### config.mk
export PLATFORM = sky130hd
export DESIGN_NAME = window_gap_cluster_mean_filter
export DESIGN_NICKNAME = d
export VERILOG_FILES = /design/src/rtl/wgcm_pkg.sv /design/src/rtl/wgcm_dp.sv /design/src/rtl/wgcm_ctrl.sv /design/src/rtl/window_gap_cluster_mean_filter.sv
export SDC_FILE = /design/constraint.sdc
export NUM_CORES = 1
export LEC_CHECK = 0
export ABC_CLOCK_PERIOD_IN_PS = 12000
export BUFFER_PORTS_ARGS = -buffer_cell sky130_fd_sc_hd__buf_2
export CAP_MARGIN = 0
export CORE_MARGIN = 5
export CORE_UTILIZATION = 29
export CTS_BUF_LIST = sky130_fd_sc_hd__clkbuf_4 sky130_fd_sc_hd__clkbuf_8
export CTS_CLUSTER_SIZE = 25
export DETAILED_ROUTE_END_ITERATION = 6
export GPL_TIMING_DRIVEN = 0
export SETUP_SLACK_MARGIN = 0.5
export SLEW_MARGIN = 15
export SYNTH_ARGS = -nofsm -noshare
export SYNTH_HDL_FRONTEND = slang
export SYNTH_SLANG_ARGS = --single-unit
### constraint.sdc
create_clock -name i_clk -period 12 [get_ports i_clk]
set_input_delay 0.6 -clock i_clk [delete_from_list [all_inputs] [get_ports i_clk]]
set_output_delay 0.6 -clock i_clk [all_outputs]
set_load 0.02 [all_outputs]
### src/rtl/wgcm_pkg.sv
// Package for the window gap cluster mean filter.
// Sizes, widths, shared types and the controller/datapath command and status structs.
// No dependencies.
package wgcm_pkg;

    localparam int WINDOW    = 7;
    localparam int FRAC_BITS = 8;
    localparam int SAMPLE_W  = 16;
    localparam int MEAN_W    = 24;

    localparam int IDX_W  = $clog2(WINDOW);
    localparam int SUM_W  = SAMPLE_W + $clog2(WINDOW + 1);
    localparam int NUM_W  = SUM_W + FRAC_BITS;
    localparam int QX_W   = (NUM_W > MEAN_W) ? NUM_W : MEAN_W;
    localparam int STEP_W = $clog2(NUM_W + 2);
    localparam int HALF   = (WINDOW + 1) / 2;

    localparam logic [MEAN_W-1:0] MEAN_MAX = {MEAN_W{1'b1}};

    typedef logic [SAMPLE_W-1:0] t_sample;

    typedef struct packed {
        logic             load;
        logic             sort_step;
        logic             sort_odd;
        logic             rot_step;
        logic             gap_eval;
        logic             sum_step;
        logic             div_init;
        logic             div_step;
        logic             out_load;
        logic [IDX_W-1:0] idx;
    } t_cmd;

    typedef struct packed {
        logic out_free;
    } t_sts;

endpackage

### src/rtl/wgcm_dp.sv
// Datapath of the window gap cluster mean filter: sample window, sorted copy,
// gap search, cluster sum, restoring divider and output register.
// Depends on wgcm_pkg.
module wgcm_dp (
    input  logic                          i_clk,
    input  logic                          i_rst_n,
    input  wgcm_pkg::t_cmd                i_cmd,
    output wgcm_pkg::t_sts                o_sts,
    input  wgcm_pkg::t_sample             i_sample,
    output logic [wgcm_pkg::MEAN_W-1:0]   o_mean,
    output logic                          o_lower,
    output logic                          o_valid,
    input  logic                          i_ready
);
    import wgcm_pkg::*;

    t_sample            r_win [WINDOW];
    t_sample            r_srt [WINDOW];
    t_sample            n_win [WINDOW];
    t_sample            n_srt [WINDOW];
    t_sample            r_best;
    logic [IDX_W-1:0]   r_split;
    logic [SUM_W-1:0]   r_sum;
    logic [NUM_W-1:0]   r_num;
    logic [IDX_W:0]     r_rem;
    logic [MEAN_W-1:0]  r_mean;
    logic               r_lower;
    logic               r_valid;

    t_sample            gap;
    logic [IDX_W:0]     split_p1;
    logic               lower;
    logic [IDX_W:0]     count;
    logic               in_range;
    logic [IDX_W+1:0]   trial;
    logic               ge;
    logic [QX_W-1:0]    q_ext;

    assign gap      = r_srt[1] - r_srt[0];
    assign split_p1 = {1'b0, r_split} + 1'b1;
    assign lower    = split_p1 > (IDX_W+1)'(HALF);
    assign count    = lower ? split_p1 : ((IDX_W+1)'(WINDOW - 1) - {1'b0, r_split});
    assign in_range = lower ? (i_cmd.idx <= r_split) : (i_cmd.idx > r_split);
    assign trial    = {r_rem, r_num[NUM_W-1]};
    assign ge       = trial >= {1'b0, count};
    assign q_ext    = QX_W'(r_num);

    always_comb begin
        for (int i = 0; i < WINDOW - 1; i++) begin
            n_win[i] = r_win[i+1];
        end
        n_win[WINDOW-1] = i_sample;

        for (int i = 0; i < WINDOW; i++) begin
            n_srt[i] = r_srt[i];
        end
        if (i_cmd.load) begin
            for (int i = 0; i < WINDOW; i++) begin
                n_srt[i] = n_win[i];
            end
        end else if (i_cmd.sort_step) begin
            for (int j = 0; j < WINDOW - 1; j++) begin
                if ((((j % 2) == 1) == i_cmd.sort_odd) && (r_srt[j] > r_srt[j+1])) begin
                    n_srt[j]   = r_srt[j+1];
                    n_srt[j+1] = r_srt[j];
                end
            end
        end else if (i_cmd.rot_step) begin
            for (int i = 0; i < WINDOW - 1; i++) begin
                n_srt[i] = r_srt[i+1];
            end
            n_srt[WINDOW-1] = r_srt[0];
        end
    end

    always_ff @(posedge i_clk) begin
        if (!i_rst_n) begin
            for (int i = 0; i < WINDOW; i++) begin
                r_win[i] <= '0;
            end
            r_valid <= 1'b0;
        end else begin
            if (i_cmd.load) begin
                r_win <= n_win;
            end
            if (i_cmd.out_load) begin
                r_valid <= 1'b1;
            end else if (i_ready) begin
                r_valid <= 1'b0;
            end
        end
    end

    always_ff @(posedge i_clk) begin
        r_srt <= n_srt;
        if (i_cmd.load) begin
            r_sum <= '0;
        end
        if (i_cmd.gap_eval && ((i_cmd.idx == '0) || (gap > r_best))) begin
            r_best  <= gap;
            r_split <= i_cmd.idx;
        end
        if (i_cmd.sum_step && in_range) begin
            r_sum <= r_sum + SUM_W'(r_srt[0]);
        end
        if (i_cmd.div_init) begin
            r_num <= NUM_W'(r_sum) << FRAC_BITS;
            r_rem <= '0;
        end else if (i_cmd.div_step) begin
            r_num <= {r_num[NUM_W-2:0], ge};
            r_rem <= ge ? (IDX_W+1)'(trial - {1'b0, count}) : (IDX_W+1)'(trial);
        end
        if (i_cmd.out_load) begin
            r_mean  <= (q_ext > QX_W'(MEAN_MAX)) ? MEAN_MAX : q_ext[MEAN_W-1:0];
            r_lower <= lower;
        end
    end

    assign o_sts.out_free = !r_valid || i_ready;
    assign o_mean         = r_mean;
    assign o_lower        = r_lower;
    assign o_valid        = r_valid;

endmodule

### src/rtl/wgcm_ctrl.sv
// Controller of the window gap cluster mean filter: sequences load, sort,
// gap search, sum, divide and output steps. Depends on wgcm_pkg.
module wgcm_ctrl (
    input  logic           i_clk,
    input  logic           i_rst_n,
    input  logic           i_in_valid,
    output logic           o_in_ready,
    output wgcm_pkg::t_cmd o_cmd,
    input  wgcm_pkg::t_sts i_sts
);
    import wgcm_pkg::*;

    typedef enum logic [2:0] {
        S_IDLE,
        S_SORT,
        S_GAP,
        S_SUM,
        S_DIV,
        S_HOLD
    } t_state;

    t_state              r_state;
    logic [STEP_W-1:0]   r_cnt;
    logic                last_w;

    assign last_w     = r_cnt == STEP_W'(WINDOW - 1);
    assign o_in_ready = r_state == S_IDLE;

    always_comb begin
        o_cmd           = '0;
        o_cmd.idx       = r_cnt[IDX_W-1:0];
        o_cmd.sort_odd  = r_cnt[0];
        case (r_state)
            S_IDLE: o_cmd.load      = i_in_valid;
            S_SORT: o_cmd.sort_step = 1'b1;
            S_GAP: begin
                o_cmd.rot_step = 1'b1;
                o_cmd.gap_eval = !last_w;
            end
            S_SUM: begin
                o_cmd.rot_step = 1'b1;
                o_cmd.sum_step = 1'b1;
            end
            S_DIV: begin
                o_cmd.div_init = r_cnt == '0;
                o_cmd.div_step = r_cnt != '0;
            end
            S_HOLD: o_cmd.out_load  = i_sts.out_free;
            default: o_cmd          = '0;
        endcase
    end

    always_ff @(posedge i_clk) begin
        if (!i_rst_n) begin
            r_state <= S_IDLE;
            r_cnt   <= '0;
        end else begin
            case (r_state)
                S_IDLE: begin
                    r_cnt <= '0;
                    if (i_in_valid) begin
                        r_state <= S_SORT;
                    end
                end
                S_SORT: begin
                    if (last_w) begin
                        r_state <= S_GAP;
                        r_cnt   <= '0;
                    end else begin
                        r_cnt <= r_cnt + 1'b1;
                    end
                end
                S_GAP: begin
                    if (last_w) begin
                        r_state <= S_SUM;
                        r_cnt   <= '0;
                    end else begin
                        r_cnt <= r_cnt + 1'b1;
                    end
                end
                S_SUM: begin
                    if (last_w) begin
                        r_state <= S_DIV;
                        r_cnt   <= '0;
                    end else begin
                        r_cnt <= r_cnt + 1'b1;
                    end
                end
                S_DIV: begin
                    r_cnt <= r_cnt + 1'b1;
                    if (r_cnt == STEP_W'(NUM_W)) begin
                        r_state <= S_HOLD;
                    end
                end
                S_HOLD: begin
                    if (i_sts.out_free) begin
                        r_state <= S_IDLE;
                    end
                end
                default: begin
                    r_state <= S_IDLE;
                    r_cnt   <= '0;
                end
            endcase
        end
    end

endmodule

### src/rtl/window_gap_cluster_mean_filter.sv
// Top level of the window gap cluster mean filter.
// Instantiates wgcm_ctrl and wgcm_dp; depends on wgcm_pkg.
//
//  channel | direction | tdata             | tuser
//  s_axis  | in        | [15:0] sample     | -
//  m_axis  | out       | [23:0] cluster_mean | [0] took_lower
//
// Each request runs through the odd-even sort passes, the rotating gap scan and
// cluster sum, and the one-bit-a-step divider. The result register lets a new
// request in while the previous result waits. Reset (synchronous, active low)
// zeroes the window.
module window_gap_cluster_mean_filter (
    input  logic        i_clk,
    input  logic        i_rst_n,
    input  logic        i_s_axis_tvalid,
    output logic        o_s_axis_tready,
    input  logic [15:0] i_s_axis_tdata,   // [15:0] sample
    output logic        o_m_axis_tvalid,
    input  logic        i_m_axis_tready,
    output logic [23:0] o_m_axis_tdata,   // [23:0] cluster_mean
    output logic        o_m_axis_tuser    // [0] took_lower
);
    import wgcm_pkg::*;

    t_cmd cmd;
    t_sts sts;

    wgcm_ctrl u_ctrl (
        .i_clk      (i_clk),
        .i_rst_n    (i_rst_n),
        .i_in_valid (i_s_axis_tvalid),
        .o_in_ready (o_s_axis_tready),
        .o_cmd      (cmd),
        .i_sts      (sts)
    );

    wgcm_dp u_dp (
        .i_clk    (i_clk),
        .i_rst_n  (i_rst_n),
        .i_cmd    (cmd),
        .o_sts    (sts),
        .i_sample (i_s_axis_tdata),
        .o_mean   (o_m_axis_tdata),
        .o_lower  (o_m_axis_tuser),
        .o_valid  (o_m_axis_tvalid),
        .i_ready  (i_m_axis_tready)
    );

endmodule
* Yosys cells after proc, flatten, opt, wreduce, memory -nomap -nowiden *
Cells that the tools add are included.

storage, ports and cells
  flip-flop bits (word level) = 311
  latch bits = 0
  bits in writable memories = 0
  memory bits (read-only) = 0
  bits of input ports = 20
  output and inout port bits = 27
  word-level logic and storage cells = 132
  memories kept = 0

cells by class
  $add $sub $neg = 6
  multipliers = 0
  div/mod/pow operators = 0
  $lt $le $gt $ge = 12
  eq/ne operators = 20
  shift operators = 0
  multiplexer cells = 38
  bitwise operators = 1
  reductions and logical operators = 31

operators by type and width
  operator                                                                            number
  112-bit two-way mux                                                                 3
  32-bit two-way mux                                                                  8
  16-bit greater-than comparator                                                      7
  27-bit two-way mux                                                                  2
  19-bit two-way mux                                                                  2
  27-bit by 24-bit greater-than comparator with 1-bit output (second input constant)  1
  3-bit two-way mux                                                                   7
  4-bit by 1-bit inequality test with 1-bit output (second input constant)            5
  19-bit by 16-bit adder with 19-bit output                                           1
  3-bit one-hot mux with 6 select lines                                               1
  16-bit subtractor                                                                   1
  5-bit one-hot mux with 3 select lines                                               1
  2-bit AND reduction                                                                 7
  1-bit two-way mux                                                                   10
  2-bit by 1-bit inequality test with 1-bit output (second input constant)            5
  1-bit logical AND                                                                   8
  4-bit two-way mux                                                                   2
  3-bit by 2-bit equality test with 1-bit output (second input constant)              2
  3-bit equality test (second input constant)                                         2
  3-bit logical NOT                                                                   2
  3-bit by 1-bit inequality test with 1-bit output (second input constant)            2
  6-bit AND reduction                                                                 1
  2-bit nonzero test                                                                  3
  6-bit OR reduction                                                                  1
  other kinds (22)                                                                    24

* Longest topological paths before layout *
Gate-level depths: netlist (run 1).

  depth after elaboration = 15
  gate-level depth with buffers = 16

* Hierarchy *
Synthesis (run 1) repeated with hierarchy kept, for this count alone.

second synthesis, totals
  cell total of the unflattened synthesis = 1646
  area total of the unflattened synthesis = 17342.9 um^2

modules (own cells, without submodules)
  module     times used  cells an instance  area each (um^2)  seq. area each (um^2)
  wgcm_dp    1           1577               16757.3           8007.7
  wgcm_ctrl  1           69                 585.6             160.2

* Least setup slack after synthesis (run 1) *
Ideal clock, no wire load.

  path type = register to register
  start point = register u_dp.r_srt[97] (netlist name)
  end point = register u_dp.r_best[0] (enable)
  setup time = 0.500 ns
  data arrival time = 5.870 ns
  data required time = 11.500 ns
  path slack = 5.631 ns
  stages on the path, launching flop included = 16
  buffers on the path = 0
  path through = edfxtp_1 inv_1 ha_1 nor2b_1 o2111ai_1 a41oi_1 a311o_1 a21oi_1 xnor2_1 ha_1 o21ai_0 a21oi_1 a221o_1 o21a_1 o31ai_1 a2111oi_0

on the way
  cells in the longest elaborated chain, start to end = 4

RTL lines
  element                         RTL line        source
  start: declaration              wgcm_dp.sv:18   t_sample r_srt [WINDOW];
  start signal: assignment        wgcm_dp.sv:95   r_srt <= n_srt;
  16-bit subtractor               wgcm_dp.sv:39   assign gap = r_srt[1] - r_srt[0];
  named net u_dp.gap[13]          wgcm_dp.sv:30   t_sample gap;
  16-bit greater-than comparator  wgcm_dp.sv:99   if (i_cmd.gap_eval && ((i_cmd.idx == '0) || (gap > r_best))) begin
  1-bit logical OR                wgcm_dp.sv:99
  1-bit logical AND               wgcm_dp.sv:99
  end signal: assignment          wgcm_dp.sv:100  r_best <= gap;
  end: declaration                wgcm_dp.sv:21   t_sample r_best;

The timed path passes the listed nets, and every way through them passes these cells.
A chain may end at the register's enable or synchronous reset.

* Worst setup path after layout (run 1) *
  start point = register u_dp.r_srt[97] (netlist name)
  end point = register u_dp.r_best[11] (enable)

Same word-level chain as after synthesis.

==> reports/metrics.cfg, run 1 <==
[run_status]
outcome = finished, violations left
failed_checks = DRC

[yosys]
async_flop_share = 0
netlist_instances = 1746
yosys.area.top_type_share = 0.337
synth-compound-area-share = 0.198
ys_top_cells_by_area = edfxtp_1 34%, dfxtp_1 14%, ha_1 10%
post_synth.cell_area_avg_um2 = 9.91
syn-cell-area_um2 = 17300
synth_xor_area_frac = 0.0142
synth.ff_latch_count = 311
synthSimpleGateAreaFrac = 0.158
ys_flop_type = edfxtp_1
synth_mux_area_frac = 0.00246
commonest_cells_post_synth = 235 x nand2_1, 194 x edfxtp_1, 139 x ha_1
part_of_the_yosys_area_used_for_sequential_elements = 0.472
syn_nets = 1908
synth_top_family_by_area = compound AO/OA/AOI/OAI gates
synth-warning-count = 0
synth_enable_flop_cells = 194
synth.lib_cells_used.distinct = 70
yosys.area_share.adder = 0.104
post-synth-top-count-cell = nand2_1
synth.largest_area_cell = edfxtp_1

[placement]
io_buffer_count = 45
place_congestion = 0.906
detailedPlacementHpwl_mm = 39.3
detailedPlace.worstSlack_ps = 6880

[flow_run]
max_cap_viol_count = 0

[detailed_routing]
drtPass1Iterations = 7
drt-vias-per-instance = 5.21
wl_per_cell_um = 19.2
wirelength_mm = 51.5
route.vias.total = 13900
drt_iter0_markers = 1187
ant_nets = 0
remaining_drc_errors = 2

[cells_and_area]
net_total_in_the_final_layout = 2019
area_growth_pct = 14.2
drive_gt1_frac = 0.112

[timing]
period_minus_slack_ps = 5120
fin_skew_ps = 26.7
setup_violations = 0
achievable-frequency_mhz = 195
final.period_utilization = 0.426
final_hold_viols = 0
fin_tns_setup_ps = 0
finalMaxSlewViolations = 0
unrepaired_setup_endpoints_after_global_routing = no
timing.max_slew.rel_slack = 0.403
setup_ws_ps = 6880
tightest_slew_ps = 895

[clock_network]
path_clk_slew_ps = 70
clkSinkCount = 311
cts_tree = done
cts.htree.levels = 2
cts.path.max_buffers = 3
tritoncts.num_buffers = 53
cts-resized-gates = 0
clock_insertion_delay_worst_skew_ps = 650
clk_root_buf = clkbuf_8
cts_hold_buffers = 0
postCtsSetupBuffers = 0

[setup_path]
critPathBufInv = 3
timing.critical_path.arrival_ps = 5450
cpMaxStageDelayCell = a2111oi_2
setup.worst_path.class = flop to flop
cp_top_family = compound AO/OA/AOI/OAI gates
worstSetupEndpointType = flop
cp_data_required_time_ps = 12330
timing.critical_path.slowest_cell_delay_ps = 710
r2r_setup_slk_ps = 6880
timing.reg2reg.worst_path_depth = 16
largest_driver_fanout_on_the_critical_path = 6
critical_path_depth = 16
worstPathCellList = inv_1 -> ha_1 -> nor2b_1 -> o2111ai_1 -> a41oi_1 -> a311o_1 -> a21oi_1 -> xnor2_1 -> ha_1 -> nand4_1 -> nor3_1 -> o21a_1 -> o31ai_1 -> a2111oi_2 -> buf_2 -> buf_2
cp-start-kind = flop

[floorplan]
fp-row-count = 89
ioPinCount = 47
die_width_um = 254
start_util = 0.293
die-height_um = 254
die-area_um2 = 64600
core_um2 = 59000

[global_routing]
globalRouteTotalUtil = 0.156
number_of_global_route_vias_before_repair = 13800
globalRoute.totalOverflow = 0
grt_first_pass_wirelength_mm = 79.6
grt_max_degree = 20
grt_antenna_before_repair = 3

[pwr]
powerDensity_nw_per_um2 = 184
ir_drop_uv = 83.4
cellLeakagePower_nw = 7.87

[worst_hold_path]
worst_hold_path_type = primary input to flop
min_path_cells = 3

power by group:
part           switching, W  internal [W]  total (W)
Clock              0.000455      0.000546    0.00100
Sequential         0.000198       0.00131    0.00150
Combinational      0.000665      0.000462    0.00113
Total               0.00132       0.00231    0.00363
through the flow:
stage | total power (W) | instances | area (um2) | hold WS, ps | util
CTS | 0.00364 | 2674 | 19800 | 177 | 0.335
floorplan | 0.00223 | 1746 | 17300 | 426 | -
global placement | 0.00258 | 2564 | 18500 | 442 | 0.313
finish | 0.00363 | 2677 | 19800 | 233 | 0.335
detailed placement | 0.00263 | 2575 | 18600 | 455 | 0.316
global route | 0.00385 | 2676 | 19800 | 206 | 0.335
placed cells by master, fill, tap and decap left out, drive strengths merged, types with 17 or more instances in the layout:
master and instances:
a21boi 54, a21oi 89, a221o 66, a22oi 17, and2 54, and3 52
buf 76, clkbuf 147, dfxtp 117, edfxtp 194, ha 139, inv 137
nand2 235, nand2b 37, nand4 25, nor2 59, nor3 51, o21a 53
o21ai 95
tightest hold or removal path, stage by stage:
cell      delay (ps)
buf_2             90
nand2_1           70
a21boi_0          70
path summary, 6_finish.rpt:
| path | start | endpoint |
|---|---|---|
| worst max-delay path | u_dp.r_srt[97] | u_dp.r_best[11] |
| worst min-delay path | i_s_axis_tdata[3] | u_dp.n_win[19] |
| worst max register to register | u_dp.r_srt[97] | u_dp.r_best[11] |
| worst min register to register | u_dp.n_win[23] | u_dp.n_win[23] |
flip-flops by register name, summed over array words and instances, names as in the netlist:
name,cells
u_dp.o_valid,1
u_dp.o_mean,24
u_dp.n_win,96
u_ctrl.r_state,3
u_dp.r_rem,4
u_dp.r_srt,112
u_dp.r_split,3
u_dp.r_sum,19
u_dp.r_best,16
u_dp.o_lower,1
u_ctrl.r_cnt,5
u_dp.q_ext,27
routing by layer:
layer  routed length (um)  global-route usage  vias up  part of all wire
met1                22700               0.206     6744              0.44
met2                23600               0.256      472              0.46
met3                 3480              0.0316       96             0.068
met5                   20                   0        -           0.00039
li1                     -                   -     6628                 -
met4                 1630              0.0505        2             0.032
cells by family after synthesis:
logic type	after synthesis
AO/OA/AOI/OAI	477
XOR/XNOR	28
adder cells (fa/ha/maj)	142
buffers and inverters	221
flip-flops	311
multiplexers	4
AND/OR/NAND/NOR	563
area by class of cell:
cell class | instances | area (um2)
Sequential cell | 311 | 8170
Inverter | 135 | 507
Tap cell | 773 | 967
Clock buffer | 81 | 983
Antenna cell | 3 | 7.51
Fill cell | 5998 | 39300
Buffer | 86 | 367
Timing Repair Buffer | 56 | 344
Multi-Input combinational cell | 1214 | 8300
Clock inverter | 18 | 118
Note: power is estimated with default switching activity, not from simulation.
==> run 2, diff against run 1 <==
Settings changed: ABC_AREA from default to 1, ABC_CLOCK_PERIOD_IN_PS 12000 to 5100.
Clock period 12 ns to 5.1 ns, I/O delays scaled along.
==> run 2 against run 1 <==
Against the previous run: the flow now finishes without violations; hold slack got worse by 180 ps; clock skew rose by 11 ps; non-clock buffer count rose by 3; power rose to 4.2 times the previous value; cell count rose by 14%; via count rose by 7.2%; synthesized cell count rose by 20%; combinational power rose to 7.0 times the previous value; synthesized area rose by 0.81%; sequential share of layout area fell by 0.70 points; fmax rose by 24%; largest cell class is now flip-flops and latches.
==> reports/metrics.cfg, run 2 <==
[setup_path]
worstSetupEndpointType = flop
r2r_setup_slk_ps = 990
worst_path_most_repeated_cell = nand2_1
cp_data_required_time_ps = 5430
cp-start-kind = flop
cp_top_family = compound AO/OA/AOI/OAI gates
critPathBufInv = 2
cpMaxStageDelayCell = fa_1
timing.critical_path.arrival_ps = 4440
worstPathCellList = inv_1 -> ha_1 -> fa_1 -> o21ai_0 -> nand2_1 -> nand2_1 -> a21oi_1 -> o21bai_1 -> xor2_1 -> ha_1 -> nand2_1 -> nor4_1 -> nand2_1 -> nand3_1 -> nand2_1 -> a21oi_2 -> buf_6
setup.worst_path.class = flop to flop
largest_driver_fanout_on_the_critical_path = 13
timing.critical_path.slowest_cell_delay_ps = 420

[yosys]
post_synth.cell_area_avg_um2 = 8.31
netlist_instances = 2099
synth.largest_area_cell = edfxtp_1
async_flop_share = 0
part_of_the_yosys_area_used_for_sequential_elements = 0.468
post-synth-top-count-cell = nand2_1
ys_top_cells_by_area = edfxtp_1 33%, nand2_1 15%, dfxtp_1 13%
synth-warning-count = 0
synth.lib_cells_used.distinct = 50
yosys.area.top_type_share = 0.334
synth_enable_flop_cells = 194
syn-cell-area_um2 = 17400
synth.ff_latch_count = 311
commonest_cells_post_synth = 687 x nand2_1, 223 x inv_1, 194 x edfxtp_1
ys_flop_type = edfxtp_1
syn_nets = 2261

[cells_and_area]
layout.area.seq_um2 = 8170
registers.top_by_ff_count = u_dp.r_srt
area_growth_pct = 15.2
net_total_in_the_final_layout = 2385
most_frequent_standard_cell_in_the_layout_excluding_fill_and_tap_cells = nand2_1
max_ffs_per_register = 112
final_cell_mix = 687 x nand2_1, 223 x inv_1, 194 x edfxtp_1, 188 x a21oi_1, 153 x nand3_1
num-fill-cells = 6147
multi_input_area_um2 = 7970
drive_gt1_frac = 0.117
final-instance-count-excl-fill = 3042
antenna_cells = 0

[global_routing]
globalRoute.totalOverflow = 0
globalRouteTotalUtil = 0.155
grt_first_pass_wirelength_mm = 80.2
number_of_global_route_vias_before_repair = 14500
grt_antenna_before_repair = 0
grt_max_degree = 29

[detailed_routing]
ant_nets = 0
wl_per_cell_um = 16.9
drt-vias-per-instance = 4.91
wirelength_mm = 51.4
remaining_drc_errors = 0
drt_iter0_markers = 1163
route.vias.total = 14900
drtPass1Iterations = 6

[placement]
dp_cells = 2923
place_congestion = 0.909
io_buffer_count = 46
detailedPlacementHpwl_mm = 39.8

[timing]
final.period_utilization = 0.806
timing.max_slew.rel_slack = 0.404
unrepaired_setup_endpoints_after_global_routing = no
tightest_slew_ps = 893
fin_tns_setup_ps = 0
finalMaxSlewViolations = 0
achievable-frequency_mhz = 243
period_minus_slack_ps = 4110
setup_violations = 0
fin_skew_ps = 37.5
final_hold_viols = 0

[clock_network]
cts.path.max_buffers = 3
cts.htree.levels = 2
cts_tree = done
cts-resized-gates = 0
clk_root_buf = clkbuf_8
postCtsSetupBuffers = 0
tritoncts.num_buffers = 54
clock_insertion_delay_worst_skew_ps = 660
cts_hold_buffers = 17
path_clk_slew_ps = 60
clkSinkCount = 311

[pwr]
internal_power_w = 0.00803
powerDensity_nw_per_um2 = 754
cellLeakagePower_nw = 8.93
sw_frac_of_total = 0.470
p_sw_w = 0.00713
share_seq_of_total_power = 0.314
share_of_total_power_in_the_clock_network = 0.166
ir_drop_uv = 273
comb_power_share = 0.520

[flow_run]
max_cap_viol_count = 0

[floorplan]
ioPinCount = 47
start_util = 0.294
core_um2 = 59200
die_width_um = 255
fp-row-count = 89
die-area_um2 = 65100
die-height_um = 255

[run_status]
outcome = complete, no violations

[worst_hold_path]
worst_hold_path_type = primary input to flop

-- run 2: cells by family after synthesis --
kind of cell,after synthesis,synth area share
simple gates,1011,0.249
xor+xnor,16,0.00804
flops,311,0.468
compound gates,308,0.0956
fa+ha+maj,142,0.103
buf+inv,311,0.0761
-- run 2: cell type report --
| type | instances | area share |
|---|---|---|
| Tap cell | 773 | 0.0481 |
| Sequential cell | 311 | 0.406 |
| Timing Repair Buffer | 68 | 0.0231 |
| Multi-Input combinational cell | 1477 | 0.396 |
| Buffer | 77 | 0.0219 |
| Clock buffer | 89 | 0.0532 |
| Inverter | 234 | 0.0441 |
| Clock inverter | 13 | 0.00679 |
-- run 2: per-layer routing --
| layer | track usage | vias up | part of all wire |
|---|---|---|---|
| met5 | 0 | - | 0 |
| met3 | 0.0296 | 99 | 0.069 |
| met1 | 0.209 | 7109 | 0.45 |
| li1 | - | 7270 | - |
| met2 | 0.251 | 462 | 0.45 |
| met4 | 0.0569 | 0 | 0.034 |
-- run 2: worst paths after layout --
kind | depth (start not counted) | end | start
max | 17 | u_dp.r_best[0] | u_dp.r_srt[80]
min reg2reg | 2 | u_dp.r_rem[3] | u_dp.r_rem[3]
max reg2reg | 17 | u_dp.r_best[0] | u_dp.r_srt[80]
min | 3 | u_dp.o_valid | i_m_axis_tready
-- run 2: power groups by stage --
stage / registers [W] / clock network (W) / logic [W]
floorplan: 0.00445 / 0 / 0.00558
global placement: 0.00482 / 0 / 0.00737
detailed placement: 0.00480 / 0 / 0.00777
CTS: 0.00475 / 0.00256 / 0.00783
global route: 0.00484 / 0.00269 / 0.00892
finish: 0.00477 / 0.00251 / 0.00788
-- run 2: worst register-to-register path, stage by stage (launching register included) --
cell,delay [ps]
edfxtp_1,370
inv_1,100
ha_1,240
fa_1,420
o21ai_0,370
nand2_1,100
nand2_1,170
a21oi_1,130
o21bai_1,170
xor2_1,120
ha_1,290
nand2_1,90
nor4_1,400
nand2_1,100
nand3_1,80
nand2_1,70
a21oi_2,400
buf_6,240
-- run 2: metrics by stage --
step / utilization / power, W / instance area [um2] / setup WS (ps) / hold slack [ps]
after global placement: 0.315 / 0.0122 / 18600 / 141 / 442
after detailed placement: 0.316 / 0.0126 / 18700 / 984 / 446
after global routing: 0.339 / 0.0164 / 20100 / 653 / 51.0
final: 0.339 / 0.0152 / 20100 / 990 / 48.3
after floorplan: - / 0.0100 / 17400 / 1030 / 373
after CTS: 0.339 / 0.0151 / 20100 / 959 / 32.2
